## src/rtl/core/nrsh_pkg.sv

```systemverilog
// nrsh_pkg: types, constants and codes shared by the nearest ray-segment hit block.
// No dependencies; every other file in rtl/core uses it through scoped names.
`timescale 1ns / 1ps

package nrsh_pkg;

   localparam int FRAC_BITS = 16;
   localparam int COORD_W   = 32;
   localparam int DIFF_W    = COORD_W + 1;
   localparam int PROD_W    = 2 * DIFF_W;
   localparam int NUM_W     = PROD_W + 1;
   localparam int TQ_W      = FRAC_BITS + 1;
   localparam int CNT_W     = $clog2(FRAC_BITS);
   localparam int COUNT_W   = 16;
   localparam int CAP_W     = 31;
   localparam int DIST_W    = 64;
   localparam int CSR_IDX_W = 3;

   localparam logic [CAP_W-1:0]  CAP_RESET    = CAP_W'(100 << FRAC_BITS);
   localparam logic [DIST_W-1:0] CAP_SQ_RESET = DIST_W'(CAP_RESET) * DIST_W'(CAP_RESET);
   localparam logic [COUNT_W-1:0] COUNT_MAX   = '1;

   typedef enum logic [CSR_IDX_W-1:0] {
      CSR_ORIGIN_X     = 3'd0,
      CSR_ORIGIN_Y     = 3'd1,
      CSR_RAY_END_X    = 3'd2,
      CSR_RAY_END_Y    = 3'd3,
      CSR_DISTANCE_CAP = 3'd4
   } csr_index_type;

   typedef enum logic [3:0] {
      ST_IDLE,
      ST_MUL_DEN,
      ST_MUL_SN,
      ST_MUL_TN,
      ST_TEST,
      ST_DIV,
      ST_SCALE,
      ST_SQUARE,
      ST_COMPARE,
      ST_FINISH
   } back_state_type;

   typedef struct packed {
      logic signed [COORD_W-1:0] seg_start_x;
      logic signed [COORD_W-1:0] seg_start_y;
      logic signed [COORD_W-1:0] seg_end_x;
      logic signed [COORD_W-1:0] seg_end_y;
      logic                      last_segment;
   } req_type;

   typedef struct packed {
      logic [COUNT_W-1:0]        hit_count;
      logic                      hit_found;
      logic signed [COORD_W-1:0] nearest_x;
      logic signed [COORD_W-1:0] nearest_y;
   } rsp_type;

   // One classified wall, ready for the arithmetic back end.
   typedef struct packed {
      logic signed [DIFF_W-1:0] s1x;
      logic signed [DIFF_W-1:0] s1y;
      logic signed [DIFF_W-1:0] s2x;
      logic signed [DIFF_W-1:0] s2y;
      logic signed [DIFF_W-1:0] dx;
      logic signed [DIFF_W-1:0] dy;
      logic                     last;
   } work_type;

   // Configuration seen by the back end.
   typedef struct packed {
      logic signed [COORD_W-1:0] origin_x;
      logic signed [COORD_W-1:0] origin_y;
      logic                      cap_write;
      logic [CAP_W-1:0]          cap_value;
   } cfg_type;

endpackage

```

## src/rtl/core/nrsh_queue.sv

```systemverilog
// nrsh_queue: two-entry queue of work words between front and back end.
// Depends on nrsh_pkg for the work word type.
`timescale 1ns / 1ps

module nrsh_queue (
   input  logic                clock,
   input  logic                reset,
   input  logic                push,
   input  nrsh_pkg::work_type  push_data,
   input  logic                pop,
   output nrsh_pkg::work_type  pop_data,
   output logic                full,
   output logic                empty
);

   nrsh_pkg::work_type entry_ff [2];
   logic       wr_ptr_ff, wr_ptr_in;
   logic       rd_ptr_ff, rd_ptr_in;
   logic [1:0] count_ff,  count_in;

   assign full     = (count_ff == 2'd2);
   assign empty    = (count_ff == 2'd0);
   assign pop_data = entry_ff[rd_ptr_ff];

   always_comb begin
      wr_ptr_in = push ? ~wr_ptr_ff : wr_ptr_ff;
      rd_ptr_in = pop  ? ~rd_ptr_ff : rd_ptr_ff;
      count_in  = count_ff + 2'(push) - 2'(pop);
   end

   always_ff @(posedge clock) begin
      if (reset) begin
         wr_ptr_ff <= 1'b0;
         rd_ptr_ff <= 1'b0;
         count_ff  <= 2'd0;
      end else begin
         wr_ptr_ff <= wr_ptr_in;
         rd_ptr_ff <= rd_ptr_in;
         count_ff  <= count_in;
      end
   end

   always_ff @(posedge clock) begin
      if (push) begin
         entry_ff[wr_ptr_ff] <= push_data;
      end
   end

endmodule

```

## config.mk

```make
export PLATFORM = sky130hd
export DESIGN_NAME = nrsh_queue
export DESIGN_NICKNAME = d
export VERILOG_FILES = /design/src/rtl/core/nrsh_pkg.sv /design/src/rtl/core/nrsh_queue.sv
export SDC_FILE = /design/constraint.sdc
export NUM_CORES = 1
export LEC_CHECK = 0
export BUFFER_PORTS_ARGS = -buffer_cell sky130_fd_sc_hd__buf_2
export CAP_MARGIN = 10
export CORE_MARGIN = 2
export CORE_UTILIZATION = 36
export CTS_BUF_LIST = sky130_fd_sc_hd__clkbuf_4
export CTS_CLUSTER_SIZE = 8
export DETAILED_ROUTE_END_ITERATION = 6
export GPL_ROUTABILITY_DRIVEN = 1
export PLACE_DENSITY = 0.66
export SYNTH_ARGS = -nofsm -noshare
export SYNTH_HDL_FRONTEND = slang
export SYNTH_SLANG_ARGS = --single-unit
```

## constraint.sdc

```tcl
create_clock -name clock -period 12.4 [get_ports clock]
set_input_delay 2.48 -clock clock [delete_from_list [all_inputs] [get_ports clock]]
set_output_delay 2.48 -clock clock [all_outputs]
set_load 0.02 [all_outputs]
```

==> results of run 1 <==
-- final cells by class --
type	instances	area, um^2	area share
antenna	5	12.5	0.000665
inverter	2	7.51	0.000399
timing repair buffer	411	2080	0.110
tap	532	666	0.0354
multi-input combinational	213	2740	0.145
clock inverter	26	160	0.00851
clock buffer	148	1110	0.0590
sequential	403	12100	0.640
-- synthesized netlist by cell type, drive strengths merged --
master,count
edfxtp,398
mux2,199
buf,22
dfxtp,5
nor2,5
nor2b,3
ha,2
inv,2
xnor2,2
and2,1
xnor3,1
-- worst paths after layout --
check / startpoint / to / slack, ns / cells past startpoint
setup / recovery: flop / pop_data[10] / 6.25 / 4
hold / removal: rd_ptr_ff / flop / 0.51 / 2
setup reg to reg: wr_ptr_ff / entry_ff[0][114] / 9.41 / 3
hold reg to reg: rd_ptr_ff / flop / 0.51 / 2
-- flip-flops by register name (all words and copies together), names as in the netlist, named ones only --
name       flops
entry_ff     398
count_ff       2
rd_ptr_ff      1
wr_ptr_ff      1
-- tightest hold or removal path, cell delays in order, from the launching register on --
cell	delay (ns)
dfxtp_1	0.32
xnor2_1	0.09
nor2_1	0.08
-- report_power, final --
| part | switching [mW] | internal, mW |
|---|---|---|
| combinational | 0.231 | 0.172 |
| sequential | 0.0253 | 1.59 |
| clock | 0.502 | 0.584 |
| total | 0.758 | 2.35 |
-- layer usage --
| layer | wire length (um) | vias up | share of wire |
|---|---|---|---|
| li1 | - | 3614 | - |
| met1 | 11500 | 3734 | 0.38 |
| met2 | 14800 | 339 | 0.49 |
| met3 | 3010 | 70 | 0.099 |
| met4 | 952 | 8 | 0.031 |
| met5 | 48 | - | 0.0016 |
-- stage by stage --
stage	setup slack, ns	hold WS [ns]	util	std cells
final	6.25	0.509	0.460	1740
after global routing	5.94	0.549	0.460	1739
after CTS	6.03	0.513	0.460	1735
after detailed placement	6.95	0.504	0.429	1561
after global placement	6.99	0.499	0.429	1561
after floorplan	0.554	0.480	-	640
-- cell families after synthesis --
kind of cell / count (synthesis) / share of synthesized area
buf+inv: 24 / 0.0137
simple gates: 9 / 0.00292
xor+xnor: 3 / 0.00267
fa+ha+maj: 2 / 0.00167
mux: 199 / 0.175
flops: 403 / 0.804
==> impl_results.md, run 1 <==
- Synth Area per Inst: 23.4 um^2
- Post-Route WL: 30300 um
- Via Count: 7765
- CP max stage cell: buf_4
- Seq cells post-synth: 403
- Worst-path clk slew: 0.06 ns
- Global-route wire length before repair: 45500 um
- Largest net degree at the start of global routing: 70
- Crit path capture type: output port
- Final hold violation count: 0
- Yosys top cell area share: 0.798
- Vias in the first global route: 8201
- Critical Path AT: 3.67 ns
- Initial core utilization: 0.366
- Synth area leaders: edfxtp_1 (80%), mux2_4 (10%), mux2_2 (7.4%)
- RSZ-0062 raised after global routing: false
- Clock Sinks: 403
- LEAKAGE: 7.34 nW
- CTS Buffer Depth: 3
- Slew margin rel.: 0.264
- Total track usage: 0.136
- Die width: 208 um
- Synth area leader: edfxtp_1
- Yosys cell types: 13
- Clock root buffer: clkbuf_4
- Warning count from the yosys run: 0
- Height of the chip: 208 um
- DR vias/cell: 4.46
- Setup Viol. Count Final: 0
- Startpoint types: flop
- Crit-path cells: buf_4, buf_4, mux2_2, buf_2
- Critical path data required time: 9.92 ns
- Worst slew pin tran: 1.10 ns
- Slew Limit Fails: 0
- # fillers: 3574
- Port Buffers: 403
- Fmax: 162 MHz
- CTS tree: built
- Wirelength per Cell: 17.4 um
- CTS buffer count: 104
- Final net count: 1340
- H-tree Lvls: 3
- Placement row count: 74
- Critical path's largest stage delay: 0.87 ns
- Most frequent cells in the layout: buf_2 (403), edfxtp_1 (398), clkbuf_4 (148), mux2_4 (100), mux2_2 (99)
- Setup bufs post-CTS: 0
- Clk Latency, worst-skew pair: 0.74 ns
- Dpl cell area: 17500 um^2
- Post-route ant nets: 0
- Final Cell Area: 18800 um^2
- DRT Pass-1 Iters: 4
- Synth-to-layout area growth: 25.6%
- Iteration-0 DRC Markers: 304
- Core ar.: 40900 um^2
- Ratio of final minimum period to clock period: 0.496
- Grt met2 use: 0.220
- Layer with the highest usage: met2
- Delay-heaviest family, CP: buffers and inverters
- WS Path Type: flop to output port
- Antenna violations before repair: 8
- Buffers and inverters on the worst path: 3
- Post-synthesis sequential area ratio: 0.804
- Synthesized net count: 845
- CTS resizes: 0
- Placer congestion estimate: 0.803
- Outcome: finished, final reports clean
- Hold crit path type: flop to flop
- Most common cell after layout, fill and taps aside: buf_2
- I/O pins: 404
- Met1 GRT Util: 0.153
- Max-cap violations: 0
- Largest fanout on the critical path: 54
- Setup_tns: 0 ns
- Worst clock skew: 0.0217 ns
- Mapped cell area: 15000 um^2
- Crit path time final: 6.15 ns
- Peak VDD IR: 0.102 mV
- Pwr/cell area: 165 nW/um^2
- Met3 GRT Util: 0.0598
- Die ar.: 43300 um^2
- HPWL Detailed: 20300 um
- Layout cell share with drive strength beyond 1: 0.639
- DR DRC count: 0
- Total power: 3.11 mW
- GRT Residual Overflow: 0
- Most frequent CP cell: buf_4
- Post-Syn Instances: 640
- CTS hold repair buffers: 0
Power figures use the tool's default switching activity.
==> run 2: changes to the inputs <==
==> constraint.sdc (replaced) <==
create_clock -name clock -period 4.9 [get_ports clock]
set_input_delay 0.98 -clock clock [delete_from_list [all_inputs] [get_ports clock]]
set_output_delay 0.98 -clock clock [all_outputs]
set_load 0.02 [all_outputs]
==> run 2 against run 1 <==
Against the previous run:
- largest cell class unchanged
- final area is 0.51% higher
- flip-flop and latch count is the same
- wire length up 0.12%
- highest routed layer unchanged
==> impl_results.md, run 2 (synthesis gave the netlist of run 1 again) <==
- Pre-CTS WS: 2.12 ns (-4.82 ns)
- Post-Route WL: 30400 um (+0.12%)
- Vias in the first global route: 8428 (+2.8%)
- FF/Latch Area: 12100 um^2 (unchanged)
- Setup_tns: 0 ns (unchanged)
- Layout Cells excl Fill: 1744 (+0.23%)
- Multi-input logic area: 2740 um^2 (unchanged)
- Regs by FF count: entry_ff: 398 flops, count_ff: 2 flops
- CTS resizes: 0 (unchanged)
- CTS hold repair buffers: 0 (unchanged)
- Initial core utilization: 0.366 (unchanged)
- Total track usage: 0.138 (+0.00149)
- Clk Latency, worst-skew pair: 0.76 ns (+0.02 ns)
- Setup Viol. Count Final: 0 (unchanged)
- Ratio of final minimum period to clock period: 0.667
- CTS Buffer Depth: 3 (unchanged)
- DR DRC count: 0 (unchanged)
- Hold path cells: 1 (-1)
- Placed Instances: 1564 (+0.19%)
- Final core utilization: 0.462 (+0.00235)
- Largest fanout on the critical path: 112 (+110%)
- Worst clock skew: 0.0336 ns (+0.0119 ns)
- GRT Residual Overflow: 0 (unchanged)
- Worst slew pin tran: 0.931 ns (-0.170 ns)
- HPWL Detailed: 20300 um (-0.21%)
- WS Path Type: flop to output port
- H-tree Lvls: 3 (unchanged)
- Min-delay src: push_data[171]
- Placer congestion estimate: 0.717 (-11%)
- Crit path time final: 3.27 ns
- R2R cell count: 2 (-1)
- Pwr/cell area: 418 nW/um^2 (+150%)
- Worst r2r src: wr_ptr_ff
- Placement row count: 74 (unchanged)
- Largest net degree at the start of global routing: 113 (+61%)
- Most frequent cells in the layout: buf_2 (403), edfxtp_1 (398), clkbuf_4 (147), mux2_4 (100), mux2_2 (99)
- Max FFs per register: 398 (unchanged)
- Peak VDD IR: 0.256 mV (+150%)
- RSZ-0062 raised after global routing: false
- Most flop-heavy register: entry_ff
- Post-route ant nets: 0 (unchanged)
- Hold crit path type: primary input to flop
- Total power: 7.90 mW (+150%)
- Slew Limit Fails: 0 (unchanged)
- Clock Sinks: 403 (unchanged)
- Worst-path clk slew: 0.07 ns (about the same)
- R2R Setup Slk: 2.89 ns (-6.52 ns)
- Wirelength per Cell: 17.4 um (-0.11%)
- LEAKAGE: 7.39 nW (+0.64%)
- Layout cell share with drive strength beyond 1: 0.640 (about the same)
- I/O pins: 404 (unchanged)
- DRT Pass-1 Iters: 4 (unchanged)
- Startpoint types: flop
- Max-cap violations: 0 (unchanged)
- Outcome: finished, final reports clean
- DR vias/cell: 4.44 (-0.47%)
- Hold_ws: 0.410 ns (-0.0993 ns)
- Final net count: 1342 (+0.15%)
- Final hold violation count: 0 (unchanged)
- Iteration-0 DRC Markers: 267 (-12%)
- CTS buffer count: 103 (-0.96%)
- Buffers and inverters on the worst path: 2 (-1)
- Crit path capture type: output port
- Critical path data required time: 3.92 ns (-6.00 ns)
- Hold endpoint: entry_ff[1][171]
- Via Count: 7746 (-0.24%)
- Die ar.: 43300 um^2 (unchanged)
- Most common cell after layout, fill and taps aside: buf_2
- Port Buffers: 403 (unchanged)
- Min setup slack post-route: 1.63 ns (-4.61 ns)
- Height of the chip: 208 um (unchanged)
- Reg2reg end: entry_ff[1][10]
- CP max stage cell: buf_12
- Critical path's largest stage delay: 0.46 ns (-0.41 ns)
- Die width: 208 um (unchanged)
- # fillers: 3593 (+0.53%)
- Crit-path cells: buf_12, mux2_2, buf_2
- Dpl cell area: 17600 um^2 (+0.41%)
- Clock root buffer: clkbuf_4
- Core ar.: 40900 um^2 (unchanged)
- Delay-heaviest family, CP: buffers and inverters
- Fmax: 306 MHz
- Synth-to-layout area growth: 26.3%
- Critical Path AT: 2.29 ns (-1.38 ns)
- Slew margin rel.: 0.379 (+0.115)
- Setup bufs post-CTS: 0 (unchanged)
- Global-route wire length before repair: 45900 um (+0.77%)
- Final Cell Area: 18900 um^2 (+0.51%)
- Antenna violations before repair: 8 (unchanged)
- CTS tree: built
run 2: cell types whose count changed in the layout (fill, tap and decap cells not counted), sizes merged:
| cell | delta |
|---|---|
| clkinvlp | -1 |
| clkbuf | -1 |
| buf | +3 |
| bufinv | +1 |
| clkinv | +2 |
run 2: how the worst max path moves through the flow:
| stage | end | depth (start not counted) | from |
|---|---|---|---|
| after floorplan | entry_ff[0][0] | 1 | push |
| after global placement | entry_ff[1][170] | 3 | push |
| after detailed placement | entry_ff[1][33] | 3 | push |
| after CTS | pop_data[190] | 3 | flop |
| after global routing | pop_data[12] | 3 | flop |
| final | pop_data[190] | 3 | flop |
run 2: cell type report:
cell class / count / area share
sequential: 403 / 0.637
multi-input combinational: 213 / 0.145
timing repair buffer: 414 / 0.114
clock buffer: 147 / 0.0583
tap: 532 / 0.0352
clock inverter: 28 / 0.0101
antenna: 5 / 0.000661
inverter: 2 / 0.000397
run 2: where the power goes:
group | internal [mW] | switching [mW]
sequential | 4.03 | 0.0477
combinational | 0.443 | 0.606
clock | 1.52 | 1.26
run 2: metal layers:
layer / vias up / global-route usage / part of all wire
met1: 3740 / 0.153 / 0.39
met2: 330 / 0.228 / 0.50
met5: - / 0 / 0.0014
met4: 6 / 0.0646 / 0.021
met3: 46 / 0.0596 / 0.091
li1: 3624 / - / -
==> run 3: changes to the inputs <==
--- a/config.mk
+++ b/config.mk
@@ -5,6 +5,7 @@
 export SDC_FILE = /design/constraint.sdc
 export NUM_CORES = 1
 export LEC_CHECK = 0
+export ABC_AREA = 1
 export BUFFER_PORTS_ARGS = -buffer_cell sky130_fd_sc_hd__buf_2
 export CAP_MARGIN = 10
 export CORE_MARGIN = 2
@@ -13,7 +14,7 @@
 export CTS_CLUSTER_SIZE = 8
 export DETAILED_ROUTE_END_ITERATION = 6
 export GPL_ROUTABILITY_DRIVEN = 1
-export PLACE_DENSITY = 0.66
+export PLACE_DENSITY = 0.63
 export SYNTH_ARGS = -nofsm -noshare
 export SYNTH_HDL_FRONTEND = slang
 export SYNTH_SLANG_ARGS = --single-unit
==> constraint.sdc (replaced) <==
create_clock -name clock -period 3.31 [get_ports clock]
set_input_delay 0.662 -clock clock [delete_from_list [all_inputs] [get_ports clock]]
set_output_delay 0.662 -clock clock [all_outputs]
set_load 0.02 [all_outputs]
==> run 3 against run 2 <==
Against the previous run:
- via count up 12%
- hold slack got worse by 0.28 ns
- clock skew down 0.0012 ns
- setup slack got worse by 1.3 ns
- largest cell class unchanged
- sequential power up 47%
- global-route usage grew 1.5 points
- critical path type unchanged
- final area grew 10%
==> impl_results.md, run 3 <==
- H-tree Lvls: 3 (unchanged)
- Pwr/cell area: 561 nW/um^2 (+34%)
- Seq cells post-synth: 403 (unchanged)
- Post-route ant nets: 0 (unchanged)
- Warning count from the yosys run: 0 (unchanged)
- DR DRC count: 0 (unchanged)
- DRT Pass-1 Iters: 4 (unchanged)
- Yosys cell types: 14 (+1)
- Clk Latency, worst-skew pair: 0.75 ns (about the same)
- Placer congestion estimate: 0.779 (+8.7%)
- Yosys top cell area share: 0.797 (about the same)
- Clock root buffer: clkbuf_4
- CTS buffer count: 102 (-0.97%)
- Vias in the first global route: 9571 (+14%)
- Iteration-0 DRC Markers: 310 (+16%)
- CP max stage cell: dfxtp_4
- Placement row count: 74 (unchanged)
- Synth area leader: edfxtp_1
- HPWL Detailed: 21800 um (+7.6%)
- Layout cell share with drive strength beyond 1: 0.556 (-0.0834)
- CTS Buffer Depth: 3 (unchanged)
- GRT Residual Overflow: 0 (unchanged)
- Mapped cell area: 15000 um^2 (about the same)
- Height of the chip: 208 um (about the same)
- Wirelength per Cell: 17.2 um (-1.3%)
- DR vias/cell: 4.47 (+0.55%)
- Max FFs per register: 398 (unchanged)
- Worst r2r src: wr_ptr_ff
- Largest net degree at the start of global routing: 112 (-0.88%)
- Peak VDD IR: 0.347 mV (+36%)
- Synthesized net count: 855 (+1.2%)
- Total track usage: 0.153 (+0.0155)
- Post-synthesis sequential area ratio: 0.804 (about the same)
- Via Count: 8673 (+12%)
- Core ar.: 40900 um^2 (unchanged)
- WS Path Type: flop to output port
- Max-cap violations: 0 (unchanged)
- Die width: 208 um (about the same)
- # fillers: 3424 (-4.7%)
- Crit-path cells: buf_12, mux2_2, buf_2
- Most common cell after layout, fill and taps aside: buf_2
- Fmax: 337 MHz
- Post-Route WL: 33400 um (+10%)
- RSZ-0062 raised after global routing: false
- Slew Limit Fails: 0 (unchanged)
- Synth Area per Inst: 23.1 um^2 (-1.5%)
- Crit path capture type: output port
- Critical Path AT: 2.30 ns (about the same)
- Setup bufs post-CTS: 0 (unchanged)
- Hold crit path type: primary input to flop
- Most used flip-flop cell after synthesis: edfxtp_1
- Final net count: 1541 (+15%)
- LEAKAGE: 8.20 nW (+11%)
- I/O pins: 404 (unchanged)
- Port Buffers: 403 (unchanged)
- Async SR Flop Fraction: 0 (unchanged)
- Final hold violation count: 0 (unchanged)
- Largest fanout on the critical path: 38 (-66%)
- Slew margin rel.: 0.527 (+0.148)
- Startpoint types: flop
- Critical path data required time: 2.65 ns (-1.27 ns)
- Setup Viol. Count Final: 0 (unchanged)
- CTS resizes: 0 (unchanged)
- Synth area leaders: edfxtp_1 (80%), mux2_4 (10%), mux2_2 (7.4%)
- Number of synthesized flops with an enable pin: 398 (unchanged)
- Initial core utilization: 0.366 (about the same)
- Post-Syn Instances: 650 (+1.6%)
- Synth-to-layout area growth: 39.2%
- Final core utilization: 0.510 (+0.0474)
- Regs by FF count: entry_ff: 398 flops, count_ff: 2 flops
- Die ar.: 43300 um^2 (about the same)
- Worst slew pin tran: 0.709 ns (-0.222 ns)
- Critical path's largest stage delay: 0.65 ns (+0.19 ns)
- Clock Sinks: 403 (unchanged)
- Most frequent cell after synthesis: edfxtp_1
- Synth top cells by count: edfxtp_1 (398), mux2_4 (100), mux2_2 (99)
- Outcome: finished, final reports clean
- Crit path time final: 2.97 ns
- Antenna violations before repair: 5 (-3)
- Worst-path clk slew: 0.07 ns (about the same)
- Worst clock skew: 0.0325 ns (-0.00115 ns)
- Most frequent cells in the layout: buf_2 (403), edfxtp_1 (398), dlygate4sd3_1 (179), clkbuf_4 (146), mux2_4 (100)
- Ratio of final minimum period to clock period: 0.896
- Most flop-heavy register: entry_ff
- Global-route wire length before repair: 51400 um (+12%)
- Total power: 11.7 mW (+48%)
- Min-delay src: push_data[158]
- CTS tree: built
run 3: what timing repair did:
action	4_1_cts	5_1_grt
hold endpoints to repair	351	0
hold buffers	179	0
setup endpoints to repair	0	0
run 3: cells by family after synthesis:
logic type	synth area share
AO/OA/AOI/OAI	0.000334
XOR/XNOR	0.000584
adder cells (fa/ha/maj)	0.00167
buffers and inverters	0.0152
flip-flops	0.804
multiplexers	0.175
AND/OR/NAND/NOR	0.00367
run 3: area by class of cell:
cell class	count	area, um^2	area share
inverters	8	46.3	0.00222
multi-input cells	217	2730	0.131
clock inverters	28	166	0.00798
clock buffers	146	1100	0.0525
diodes	4	10.0	0.000480
well taps	532	666	0.0319
flip-flops and latches	403	12100	0.578
repair buffers	604	4090	0.196
run 3: final timing paths:
kind                            slack, ns  cells past startpoint               end
worst min-delay path                 0.13                      1  entry_ff[0][158]
worst max-delay path                 0.34                      3       pop_data[2]
worst max register to register       1.53                      3  entry_ff[1][184]
worst min register to register       0.52                      2         rd_ptr_ff
run 3: worst max-delay path: cells and delay by family (launching register included):
kind	cells	cell delay (ns)
buf+inv	2	0.47
mux	1	0.39
flops	1	0.65
run 3: metrics by stage:
step	cell area (um^2)	hold WS (ns)	setup WS [ns]	std cells	setup TNS (ns)
6_report	20900	0.130	0.344	1942	0
5_1_grt	20900	0.0108	0.125	1941	0
4_1_cts	20900	0.000192	0.165	1938	0
3_5_place_dp	17800	0.499	1.06	1585	0
3_3_place_gp	17800	0.499	1.07	1585	0
2_1_floorplan	15000	0.480	-0.755	650	-294.59
run 3: per-layer routing:
layer | GRT usage | part of all wire | up-vias
li1 | - | - | 4024
met3 | 0.0619 | 0.089 | 46
met2 | 0.262 | 0.51 | 368
met5 | 0 | 0.00039 | -
met1 | 0.168 | 0.38 | 4233
met4 | 0.0646 | 0.020 | 2
run 3: where the power goes:
group / internal, mW / switching, mW / total, mW
logic: 0.774 / 0.879 / 1.65
registers: 5.92 / 0.0811 / 6.00
clock network: 2.16 / 1.88 / 4.04
