### src/rtl/core/nrsh_pkg.sv
// nrsh_pkg: types, constants and codes shared by the nearest ray-segment hit block.
// No dependencies; every other file in rtl/core uses it through scoped names.
`timescale 1ns / 1ps

package nrsh_pkg;

   localparam int FRAC_BITS = 16;
   localparam int COORD_W   = 32;
   localparam int DIFF_W    = COORD_W + 1;
   localparam int PROD_W    = 2 * DIFF_W;
   localparam int NUM_W     = PROD_W + 1;
   localparam int TQ_W      = FRAC_BITS + 1;
   localparam int CNT_W     = $clog2(FRAC_BITS);
   localparam int COUNT_W   = 16;
   localparam int CAP_W     = 31;
   localparam int DIST_W    = 64;
   localparam int CSR_IDX_W = 3;

   localparam logic [CAP_W-1:0]  CAP_RESET    = CAP_W'(100 << FRAC_BITS);
   localparam logic [DIST_W-1:0] CAP_SQ_RESET = DIST_W'(CAP_RESET) * DIST_W'(CAP_RESET);
   localparam logic [COUNT_W-1:0] COUNT_MAX   = '1;

   typedef enum logic [CSR_IDX_W-1:0] {
      CSR_ORIGIN_X     = 3'd0,
      CSR_ORIGIN_Y     = 3'd1,
      CSR_RAY_END_X    = 3'd2,
      CSR_RAY_END_Y    = 3'd3,
      CSR_DISTANCE_CAP = 3'd4
   } csr_index_type;

   typedef enum logic [3:0] {
      ST_IDLE,
      ST_MUL_DEN,
      ST_MUL_SN,
      ST_MUL_TN,
      ST_TEST,
      ST_DIV,
      ST_SCALE,
      ST_SQUARE,
      ST_COMPARE,
      ST_FINISH
   } back_state_type;

   typedef struct packed {
      logic signed [COORD_W-1:0] seg_start_x;
      logic signed [COORD_W-1:0] seg_start_y;
      logic signed [COORD_W-1:0] seg_end_x;
      logic signed [COORD_W-1:0] seg_end_y;
      logic                      last_segment;
   } req_type;

   typedef struct packed {
      logic [COUNT_W-1:0]        hit_count;
      logic                      hit_found;
      logic signed [COORD_W-1:0] nearest_x;
      logic signed [COORD_W-1:0] nearest_y;
   } rsp_type;

   // One classified wall, ready for the arithmetic back end.
   typedef struct packed {
      logic signed [DIFF_W-1:0] s1x;
      logic signed [DIFF_W-1:0] s1y;
      logic signed [DIFF_W-1:0] s2x;
      logic signed [DIFF_W-1:0] s2y;
      logic signed [DIFF_W-1:0] dx;
      logic signed [DIFF_W-1:0] dy;
      logic                     last;
   } work_type;

   // Configuration seen by the back end.
   typedef struct packed {
      logic signed [COORD_W-1:0] origin_x;
      logic signed [COORD_W-1:0] origin_y;
      logic                      cap_write;
      logic [CAP_W-1:0]          cap_value;
   } cfg_type;

endpackage

### src/rtl/core/nrsh_front.sv
// nrsh_front: configuration registers and input stage; forms ray and wall deltas.
// Depends on nrsh_pkg for payload, work word and register codes.
`timescale 1ns / 1ps

module nrsh_front (
   input  logic                               clock,
   input  logic                               reset,
   input  logic                               req_valid,
   output logic                               req_stall,
   input  nrsh_pkg::req_type                  req_data,
   input  logic                               csr_write,
   input  logic [nrsh_pkg::CSR_IDX_W-1:0]     csr_index,
   input  logic [nrsh_pkg::COORD_W-1:0]       csr_data,
   input  logic                               queue_full,
   output logic                               push,
   output nrsh_pkg::work_type                 push_data,
   output nrsh_pkg::cfg_type                  cfg
);

   logic signed [nrsh_pkg::COORD_W-1:0] origin_x_ff, origin_y_ff;
   logic signed [nrsh_pkg::COORD_W-1:0] ray_end_x_ff, ray_end_y_ff;
   logic [nrsh_pkg::CAP_W-1:0]          cap_ff;

   always_ff @(posedge clock) begin
      if (reset) begin
         origin_x_ff  <= '0;
         origin_y_ff  <= '0;
         ray_end_x_ff <= '0;
         ray_end_y_ff <= '0;
         cap_ff       <= nrsh_pkg::CAP_RESET;
      end else if (csr_write) begin
         case (nrsh_pkg::csr_index_type'(csr_index))
            nrsh_pkg::CSR_ORIGIN_X:     origin_x_ff  <= csr_data;
            nrsh_pkg::CSR_ORIGIN_Y:     origin_y_ff  <= csr_data;
            nrsh_pkg::CSR_RAY_END_X:    ray_end_x_ff <= csr_data;
            nrsh_pkg::CSR_RAY_END_Y:    ray_end_y_ff <= csr_data;
            nrsh_pkg::CSR_DISTANCE_CAP: cap_ff       <= csr_data[nrsh_pkg::CAP_W-1:0];
            default: ;
         endcase
      end
   end

   always_comb begin
      cfg.origin_x  = origin_x_ff;
      cfg.origin_y  = origin_y_ff;
      cfg.cap_write = csr_write &&
                      (nrsh_pkg::csr_index_type'(csr_index) == nrsh_pkg::CSR_DISTANCE_CAP);
      cfg.cap_value = csr_data[nrsh_pkg::CAP_W-1:0];
   end

   assign req_stall = queue_full;
   assign push      = req_valid && !queue_full;

   always_comb begin
      push_data.s1x  = nrsh_pkg::DIFF_W'(ray_end_x_ff) - nrsh_pkg::DIFF_W'(origin_x_ff);
      push_data.s1y  = nrsh_pkg::DIFF_W'(ray_end_y_ff) - nrsh_pkg::DIFF_W'(origin_y_ff);
      push_data.s2x  = nrsh_pkg::DIFF_W'(req_data.seg_end_x) -
                       nrsh_pkg::DIFF_W'(req_data.seg_start_x);
      push_data.s2y  = nrsh_pkg::DIFF_W'(req_data.seg_end_y) -
                       nrsh_pkg::DIFF_W'(req_data.seg_start_y);
      push_data.dx   = nrsh_pkg::DIFF_W'(origin_x_ff) - nrsh_pkg::DIFF_W'(req_data.seg_start_x);
      push_data.dy   = nrsh_pkg::DIFF_W'(origin_y_ff) - nrsh_pkg::DIFF_W'(req_data.seg_start_y);
      push_data.last = req_data.last_segment;
   end

endmodule

### config.mk
export PLATFORM = sky130hd
export DESIGN_NAME = nrsh_front
export DESIGN_NICKNAME = d
export VERILOG_FILES = /design/src/rtl/core/nrsh_pkg.sv /design/src/rtl/core/nrsh_front.sv
export SDC_FILE = /design/constraint.sdc
export NUM_CORES = 1
export LEC_CHECK = 0
export BUFFER_PORTS_ARGS = -buffer_cell sky130_fd_sc_hd__buf_4
export CAP_MARGIN = 20
export CORE_UTILIZATION = 35
export DETAILED_ROUTE_END_ITERATION = 12
export HOLD_SLACK_MARGIN = 0.06
export PLACE_DENSITY = 0.65
export SETUP_SLACK_MARGIN = 0.02
export SLEW_MARGIN = 20
export SYNTH_ARGS = -nofsm -noshare
export SYNTH_HDL_FRONTEND = slang
export SYNTH_SLANG_ARGS = --single-unit
### constraint.sdc
create_clock -name clock -period 4.17 [get_ports clock]
set_clock_uncertainty 0.2 [all_clocks]
set_input_delay 0.834 -clock clock [delete_from_list [all_inputs] [get_ports clock]]
set_output_delay 0.834 -clock clock [all_outputs]
set_load 0.02 [all_outputs]
==> out/metrics.yaml, run 1 <==
outcome:
  outcome: "finished with violations"
  violations: "setup timing"
synth:
  yosys-top-cells-count: "nand2_1, a21oi_1, ha_1"
  async_flop_share_pct: 0
  synthDistinctLibCells: 72
  synth-seq-cells: 128
  synth_warnings: 0
  avgSynthCellArea_sq_um: 7.17
  syn_nets: 2336
  synth_most_common_cell: "nand2_1"
  synth_cells: 1969
  yosysTopAreaCell: "dfxtp_1"
  post-synth-top-area-fraction_pct: 18.1
  synth_edf_count: 0
  synth.area.top_cells: "dfxtp_1, ha_1, a21oi_1"
  netlist_area_sq_mm: 0.0141
  yosysSeqAreaShare_pct: 18.1
  synthFlopType: "dfxtp_1"
clock_network:
  clockBufferDepth: 2
  clk_pin_slew_ns: 0.06
  cts.sinks: 128
  holdBufCountCts: 0
  cts_root_buffer: "clkbuf_16"
  insertion_delay_ns: 0.42
  h-tree-depth: 4
  numCtsBuffers: 17
  cts_tree: "done"
floorplanning:
  rows: 73
  initial_utilization_pct: 35.5
  ioPinCount: 466
  die_w_um: 203
  coreArea_sq_mm: 0.0397
  die_h_um: 203
  die_area_sq_mm: 0.0412
cells_and_area:
  final_area_sq_mm: 0.0230
  diodes: 0
  fin_util_pct: 57.8
  nNetsFinal: 3041
  fill_cells: 3461
  drive_gt1_share_pct: 41.5
  multi_input_area_sq_mm: 0.0124
  seqCellArea_sq_mm: 0.00261
  syn_to_final_growth_pct: 62.7
  fin_cells: 3212
worst_setup_path:
  worstPathMaxFanout: 4
  cp-start-kind: "primary input"
  slowest_delay_ns: 0.47
  cp.required_ns: 3.14
  rr_worst_depth: 2
  regToRegStartpoint: "origin_y_ff[18]$_SDFFE_PP0P_"
  cp-end-kind: "output port"
  cp.arrival_ns: 3.62
  crit_type: "in2out"
  crit_chain: "buf_8 > inv_12 > ha_4 > fa_2 > nor2b_4 > o21ai_2 > a21oi_2 > nor4_4 > o31ai_4 > a211oi_2 > o31a_1 > a221o_2 > o21bai_2 > xor2_2 > buf_4"
  crit_slowest_cell: "a221o_2"
  r2r_end: "origin_y_ff[18]$_SDFFE_PP0P_"
  timing.reg2reg.setup_slack_ns: 3.15
power:
  p_leak_nw: 11.1
  pwr_density_cell_mw_per_mm2: 282
  finalPower_mw: 6.48
  ir_worst_vdd_v: 0.000241
global_routing:
  globalRoute.totalOverflow: 0
  grt_max_degree: 66
  grtUsageTotal_pct: 26.0
  grt_pass1_vias: 16600
  grt_pass1_wl_um: 85900
  antenna_found_initial: 0
min_path:
  worstHoldStart: "ray_end_y_ff[20]$_SDFFE_PP0P_"
  holdPathStages: 2
  worstHoldEndpoint: "ray_end_y_ff[20]$_SDFFE_PP0P_"
  hold_path.class: "reg2reg"
route:
  wl_um: 56600
  drt_first_pass_iters: 5
  post_drt_wl_per_cell_um: 17.6
  ant_nets: 0
  drt_iter0_drc: 741
  viasPerCell: 5.19
  drc_errors: 0
  vias: 16700
timing:
  setup_viol: 44
  slew_headroom_pct: 47.9
  fmax_ghz: 0.215
  hold_viol_final: 0
  rsz0062_at_grt: "yes"
  worstMarginPinSlew_ns: 0.781
  drv_slew: 0
  layout_min_cycle_time_ns: 4.66
  whs_ns: 0.260
  period_share_pct: 112
  layout_setup_ws_ns: -0.486
run:
  cap_violations: 0
place:
  placed_cell_area_sq_mm: 0.0198
  hpwl_um: 42700
  port_buffers: 463
  gp_congestion: 0.944
  dp.cells: 3099
-- cell usage in the layout, fill, tap and decap left out, types with 7 or more instances in the layout --
cell type | synthesis | final
xnor2_2 | 0 | 14
buf_4 | 33 | 710
a211oi_2 | 1 | 7
xor2_1 | 60 | 53
o21bai_1 | 17 | 14
o21ai_2 | 1 | 16
nand2_1 | 347 | 341
o21ai_0 | 63 | 38
a21o_1 | 104 | 104
a21oi_1 | 267 | 215
inv_2 | 0 | 12
ha_4 | 0 | 44
dfxtp_2 | 0 | 17
a31oi_1 | 15 | 9
dfxtp_1 | 128 | 103
ha_1 | 192 | 145
a21oi_2 | 1 | 42
and3_1 | 23 | 20
nand2b_1 | 16 | 14
o31ai_4 | 1 | 7
buf_6 | 0 | 55
nor3_1 | 22 | 19
nand3_1 | 23 | 18
dfxtp_4 | 0 | 8
nor2b_4 | 1 | 9
inv_1 | 184 | 164
xnor2_1 | 102 | 85
or2_2 | 9 | 8
nor2b_1 | 34 | 25
nand4_1 | 10 | 10
and2_1 | 7 | 7
clkbuf_16 | 0 | 17
o21ai_1 | 5 | 9
nor2_1 | 96 | 85
o21a_1 | 30 | 29
a21oi_4 | 0 | 11
o211ai_1 | 14 | 14
-- how the worst max path moves through the flow --
stage	start	to	slack, ns	cells after the start
final	req_data[1]	push_data[93]	-0.49	15
after global routing	req_data[1]	push_data[97]	-0.59	15
after CTS	req_data[1]	push_data[97]	-0.49	15
after detailed placement	req_data[98]	push_data[129]	-0.64	15
after global placement	req_data[98]	push_data[129]	-0.67	15
after floorplan	req_data[1]	push_data[97]	-0.20	13
-- layout make-up --
type	instances	share of cell area, %
Sequential cell	128	11.4
Timing Repair Buffer	770	26.2
Clock inverter	13	0.713
Clock buffer	19	1.93
Tap cell	525	2.86
Multi-Input combinational cell	1573	53.7
Inverter	184	3.15
-- timing repair --
| action | CTS | global route |
|---|---|---|
| setup endpoints to repair | 91 | 90 |
| resized for setup | 273 | 153 |
| setup buffers | 52 | 42 |
| pin swaps | 174 | 128 |
-- worst max-delay path, delay by kind of cell --
| kind | cells | cell delay, ns |
|---|---|---|
| simple gates | 2 | 0.22 |
| compound gates | 7 | 1.57 |
| buf+inv | 3 | 0.29 |
| xor+xnor | 1 | 0.18 |
| fa+ha+maj | 2 | 0.53 |
-- routing by layer --
layer	part of all wire, %	up-vias	routed length [um]	GRT usage (%)
met5	0	-	0	0
met4	2.5	0	1420	8.62
met3	5.9	82	3350	4.08
met2	50	559	28300	46.8
met1	42	7817	23600	31.2
li1	-	8198	-	-
-- report_power, final --
| group | leakage [nW] | switching, mW | total, mW | internal (mW) |
|---|---|---|---|---|
| registers | 1.05 | 0.0276 | 1.27 | 1.25 |
| logic | 9.80 | 1.94 | 3.64 | 1.70 |
| clock network | 0.281 | 0.607 | 1.56 | 0.955 |
| total | 11.1 | 2.58 | 6.48 | 3.90 |
-- logic make-up (layout without fill, tap and decap cells) --
logic type	count (synthesis)	after routing	synth area share [%]
compound gates	603	603	26.9
xor+xnor	162	162	10.0
fa+ha+maj	198	198	17.9
buf+inv	268	986	8.00
flops	128	128	18.1
mux	1	1	0.0797
simple gates	609	609	19.0
-- registers in the layout, indices dropped and copies added (netlist names) --
signal        count
origin_x_ff      32
origin_y_ff      32
ray_end_x_ff     32
ray_end_y_ff     32
-- per-stage QoR --
stage,setup WS [ns],setup TNS [ns]
after floorplan,-0.203,-0.559
after global placement,-0.669,-17.47
after detailed placement,-0.639,-18.63
after CTS,-0.494,-8.72
after global routing,-0.593,-14.08
final,-0.486,-8.14
Power figures use the tool's default switching activity.
==> inputs of run 2 (changes only) <==
- BUFFER_PORTS_ARGS: -buffer_cell sky130_fd_sc_hd__buf_4 -> unset
- DONT_BUFFER_PORTS: unset -> 1
- PLACE_DENSITY: 0.65 -> 0.55
==> run 2 against run 1 <==
  * Hold slack worse by 0.0057 ns
  * Clock-buffer cell count is 4 higher
  * Critical path type unchanged
  * First-iteration DRC count is 9.4% higher
  * Clock power is 4% lower
  * The flow still finishes with violations (setup timing)
  * Cell count is 12% lower
  * Die area stayed put
  * Maximum frequency is 2.8% higher
  * Sequential share of layout area is 1.7 points higher
  * Largest power group unchanged
  * Non-clock buffer count is 377 lower
  * Sequential power hardly changed
==> out/metrics.yaml, run 2 (synthesis results as in run 1) <==
route:
  drt_first_pass_iters: 5
  wl_um: 51600
  post_drt_wl_per_cell_um: 18.2
  viasPerCell: 5.30
  vias: 15000
  drc_errors: 0
  ant_nets: 0
  drt_iter0_drc: 811
worst_setup_path:
  crit_top_cell: "o31ai_4"
  worstPathMaxFanout: 4
  cp.required_ns: 3.14
  crit_type: "in2out"
  cp-end-kind: "output port"
  crit_slowest_cell: "a221o_2"
  slowest_delay_ns: 0.45
  cp-start-kind: "primary input"
  cp.arrival_ns: 3.49
  crit_chain: "inv_12 > ha_4 > fa_2 > nor2b_4 > o21ai_2 > a21oi_2 > nor4_4 > o31ai_4 > a211oi_2 > o31a_1 > a221o_2 > o31ai_4 > xor2_2 > buf_6"
min_path:
  hold_path.class: "reg2reg"
cells_and_area:
  layout_common_cells: "buf_4, nand2_1, a21oi_1, inv_1, ha_1"
  drive_gt1_share_pct: 31.1
  layout_commonest_cell: "buf_4"
  diodes: 0
  syn_to_final_growth_pct: 40.8
  fin_cells: 2832
  nNetsFinal: 2664
  fin_util_pct: 50.1
  fill_cells: 3752
clock_network:
  h-tree-depth: 4
  clockBufferDepth: 2
  insertion_delay_ns: 0.44
  cts.sinks: 128
  cts_root_buffer: "clkbuf_16"
  numCtsBuffers: 17
  clk_pin_slew_ns: 0.06
  cts_tree: "done"
  holdBufCountCts: 0
floorplanning:
  die_h_um: 203
  die_w_um: 203
  ioPinCount: 466
  die_area_sq_mm: 0.0412
  rows: 73
  coreArea_sq_mm: 0.0397
  initial_utilization_pct: 35.5
outcome:
  violations: "setup timing"
  outcome: "finished with violations"
place:
  gp_congestion: 0.937
  pre_cts_ws_ns: -0.535
  dp.cells: 2750
  hpwl_um: 39500
  port_buffers: 0
power:
  ir_worst_vdd_v: 0.000291
  pwr_density_cell_mw_per_mm2: 290
  p_leak_nw: 9.20
global_routing:
  grt_pass1_vias: 14700
  grt_pass1_wl_um: 78600
  grt_max_degree: 129
  grtUsageTotal_pct: 23.9
  globalRoute.totalOverflow: 0
  antenna_found_initial: 0
timing:
  layout_setup_ws_ns: -0.357
  drv_slew: 0
  hold_viol_final: 0
  fmax_ghz: 0.221
  slew_headroom_pct: 46.2
  period_share_pct: 109
  layout_min_cycle_time_ns: 4.53
  setup_viol: 26
  whs_ns: 0.255
  rsz0062_at_grt: "yes"
  worstMarginPinSlew_ns: 0.807
run:
  cap_violations: 0
-- run 2: area by class of cell --
class	count	area, sq um	area share, %
Multi-Input combinational cell	1573	12200	61.4
Clock buffer	23	488	2.45
Timing Repair Buffer	393	3090	15.5
Inverter	184	756	3.80
Clock inverter	6	82.6	0.415
Sequential cell	128	2600	13.1
Tap cell	525	657	3.30
-- run 2: metrics by stage --
stage	setup TNS [ns]	power, mW	cell area (sq um)
4_1_cts	-4.60	5.63	18800
2_1_floorplan	-0.559	3.07	14400
5_1_grt	-8.48	6.06	19900
3_5_place_dp	-10.68	3.92	17100
6_report	-3.47	5.77	19900
3_3_place_gp	-9.70	3.90	17100
-- run 2: worst max-delay path, delay by kind of cell --
kind                       cells  cell delay (ns)
xor gates and xnor gates       1             0.17
and+or+nand+nor                2             0.21
AOI/OAI and AO/OA              7             1.61
buffers and inverters          2             0.14
adders and majority gates      2             0.52
-- run 2: routing by layer --
| layer | global-route usage [%] | vias up | wire [um] |
|---|---|---|---|
| li1 | - | 7435 | - |
| met1 | 29.2 | 7092 | 22500 |
| met2 | 42.4 | 423 | 25300 |
| met3 | 4.61 | 70 | 2820 |
| met4 | 6.69 | 0 | 1040 |
| met5 | 0 | - | 0 |
-- run 2: final timing paths --
path / from / cells past startpoint / slack, ns / endpoint
hold reg to reg: ray_end_y_ff[16]$_SDFFE_PP0P_ / 2 / 0.25 / ray_end_y_ff[16]$_SDFFE_PP0P_
setup reg to reg: origin_y_ff[29]$_SDFFE_PP0P_ / 2 / 3.08 / origin_y_ff[29]$_SDFFE_PP0P_
setup / recovery: req_data[1] / 14 / -0.36 / push_data[97]
hold / removal: ray_end_y_ff[16]$_SDFFE_PP0P_ / 2 / 0.25 / ray_end_y_ff[16]$_SDFFE_PP0P_
-- run 2: power by group --
group          leakage, nW  switching, mW  internal (mW)
registers             1.05         0.0270           1.25
clock network        0.281          0.573          0.928
logic                 7.87           1.70           1.29
total                 9.20           2.30           3.47
-- run 2: what timing repair did --
item,CTS,global route
setup buffers,28,32
endpoints found under the setup margin,79,83
gates resized for setup,203,168
pin swaps,129,147
==> inputs of run 3 (changes only) <==
- SETUP_SLACK_MARGIN: 0.02 -> 0.2
==> run 3 against run 2 <==
  * The run still ends with setup timing left
  * Sequential power about the same
  * Critical path type unchanged
  * Non-clock buffer count decreased by 16
  * Clock power about the same
  * Via count decreased by 0.37%
  * Sequential share of layout area decreased by 0.56 points
  * Wire length increased by 0.52%
  * Largest power group unchanged
  * Utilization increased by 2.1 points
  * Highest routed layer unchanged
  * Setup slack got worse by 0.011 ns
==> out/metrics.yaml, run 3 (synthesis results as in run 1) <==
worst_setup_path:
  slowest_delay_ns: 0.45
  timing.reg2reg.setup_slack_ns: 3.06
  path_buf_inv: 2
  crit_type: "in2out"
  crit_chain: "inv_12 > ha_4 > fa_2 > nor2b_4 > o21ai_2 > a21oi_2 > nor4_4 > o31ai_4 > a211oi_2 > o31a_1 > a221o_2 > o21bai_2 > xor2_2 > buf_4"
  cp-start-kind: "primary input"
  cp.arrival_ns: 3.50
  critical_path.top_delay_family: "compound AO/OA/AOI/OAI gates"
  crit_slowest_cell: "a221o_2"
  cp-end-kind: "output port"
  cp.required_ns: 3.14
  worstPathMaxFanout: 4
clock_network:
  cts_root_buffer: "clkbuf_16"
  cts.sinks: 128
  h-tree-depth: 4
  clockBufferDepth: 2
  numCtsBuffers: 17
  cts_tree: "done"
  clk_pin_slew_ns: 0.06
  holdBufCountCts: 0
  insertion_delay_ns: 0.44
global_routing:
  grt_max_degree: 129
  grtUsageTotal_pct: 23.8
  grt_pass1_wl_um: 77700
  globalRoute.totalOverflow: 0
  antenna_found_initial: 0
  grt_pass1_vias: 14800
timing:
  fmax_ghz: 0.220
  layout_setup_ws_ns: -0.368
  tns_ns: -4.41
  setup_viol: 36
  period_share_pct: 109
  rsz0062_at_grt: "yes"
  layout_min_cycle_time_ns: 4.54
  worstMarginPinSlew_ns: 0.760
  drv_slew: 0
  hold_viol_final: 0
  slew_headroom_pct: 49.3
  whs_ns: 0.258
place:
  placed_cell_area_sq_mm: 0.0170
  port_buffers: 0
  gp_congestion: 0.946
  hpwl_um: 38800
route:
  drc_errors: 0
  viasPerCell: 5.31
  post_drt_wl_per_cell_um: 18.4
  drt_first_pass_iters: 5
  vias: 15000
  ant_nets: 0
  wl_um: 51900
  drt_iter0_drc: 789
floorplanning:
  initial_utilization_pct: 35.5
  ioPinCount: 466
  coreArea_sq_mm: 0.0397
  die_area_sq_mm: 0.0412
  die_h_um: 203
  rows: 73
  die_w_um: 203
power:
  pwr-share-comb_pct: 54.3
  pwr_density_cell_mw_per_mm2: 292
  p_leak_nw: 9.42
  internal_power_mw: 3.64
  clkPwrFrac_pct: 24.7
  swShare_pct: 40.0
  power_frac_seq_pct: 21.0
  power.net_switching_mw: 2.42
  ir_worst_vdd_v: 0.000287
cells_and_area:
  multi_input_area_sq_mm: 0.0129
  diodes: 0
  seqCellArea_sq_mm: 0.00260
  layout_common_cells: "nand2_1, buf_4, a21oi_1, inv_1, ha_1"
  layout_commonest_cell: "nand2_1"
  syn_to_final_growth_pct: 46.7
  fill_cells: 3669
  drive_gt1_share_pct: 33.7
  nNetsFinal: 2648
  final_area_sq_mm: 0.0207
min_path:
  hold_path.class: "reg2reg"
outcome:
  outcome: "finished with violations"
  violations: "setup timing"
run:
  cap_violations: 0
-- run 3: cell types whose count changed in the layout (fill, tap and decap cells not counted), sizes merged --
| cell | delta |
|---|---|
| buf | -16 |
| clkbuf | -1 |
| clkinvlp | +1 |
| clkinv | +2 |
| inv | +1 |
-- run 3: timing repair --
action / 4_1_cts / 5_1_grt
buffers inserted: 52 / 44
gates resized for setup: 286 / 199
endpoints found under the setup margin: 106 / 110
endpoints found under the hold margin: 0 / 0
pin swaps: 181 / 155
-- run 3: path summary, 6_finish.rpt --
| check | from | depth (start not counted) | endpoint |
|---|---|---|---|
| worst max-delay path | req_data[1] | 14 | push_data[93] |
| worst min-delay path | ray_end_x_ff[9]$_SDFFE_PP0P_ | 2 | ray_end_x_ff[9]$_SDFFE_PP0P_ |
| worst max register to register | origin_x_ff[1]$_SDFFE_PP0P_ | 4 | origin_x_ff[1]$_SDFFE_PP0P_ |
| worst min register to register | ray_end_x_ff[9]$_SDFFE_PP0P_ | 2 | ray_end_x_ff[9]$_SDFFE_PP0P_ |
-- run 3: tightest hold or removal path: stages (launching register included) --
cell	delay, ns
dfxtp_1	0.31
nand2_1	0.05
a21oi_1	0.05
-- run 3: cell type report --
cell class / count / share of cell area, %
multi-input combinational: 1573 / 62.4
timing repair buffer: 377 / 15.3
sequential: 128 / 12.5
inverter: 184 / 3.82
tap: 525 / 3.17
clock buffer: 22 / 2.29
clock inverter: 10 / 0.531
-- run 3: power by group through the flow --
stage	clock [mW]	sequential, mW	combinational, mW
6_report	1.50	1.27	3.29
5_1_grt	1.57	1.28	3.49
4_1_cts	1.53	1.27	2.93
3_5_place_dp	0	1.30	2.59
3_3_place_gp	0	1.30	2.58
2_1_floorplan	0	1.31	1.79
-- run 3: routing by layer --
layer	share of wire, %	up-vias	routed length, um	track usage, %
li1	-	7404	-	-
met1	42	7026	21800	28.0
met2	48	445	25100	41.8
met3	6.7	90	3450	5.86
met4	2.9	0	1480	8.30
met5	0	-	0	0
-- run 3: per-stage QoR --
step | util [%] | instances | total power [mW] | setup slack, ns
3_5_place_dp | 42.7 | 2691 | 3.89 | -0.498
3_3_place_gp | 42.7 | 2691 | 3.87 | -0.512
4_1_cts | 48.9 | 2775 | 5.74 | -0.373
2_1_floorplan | - | 1969 | 3.10 | -0.203
6_report | 52.2 | 2819 | 6.06 | -0.368
5_1_grt | 52.2 | 2819 | 6.34 | -0.458
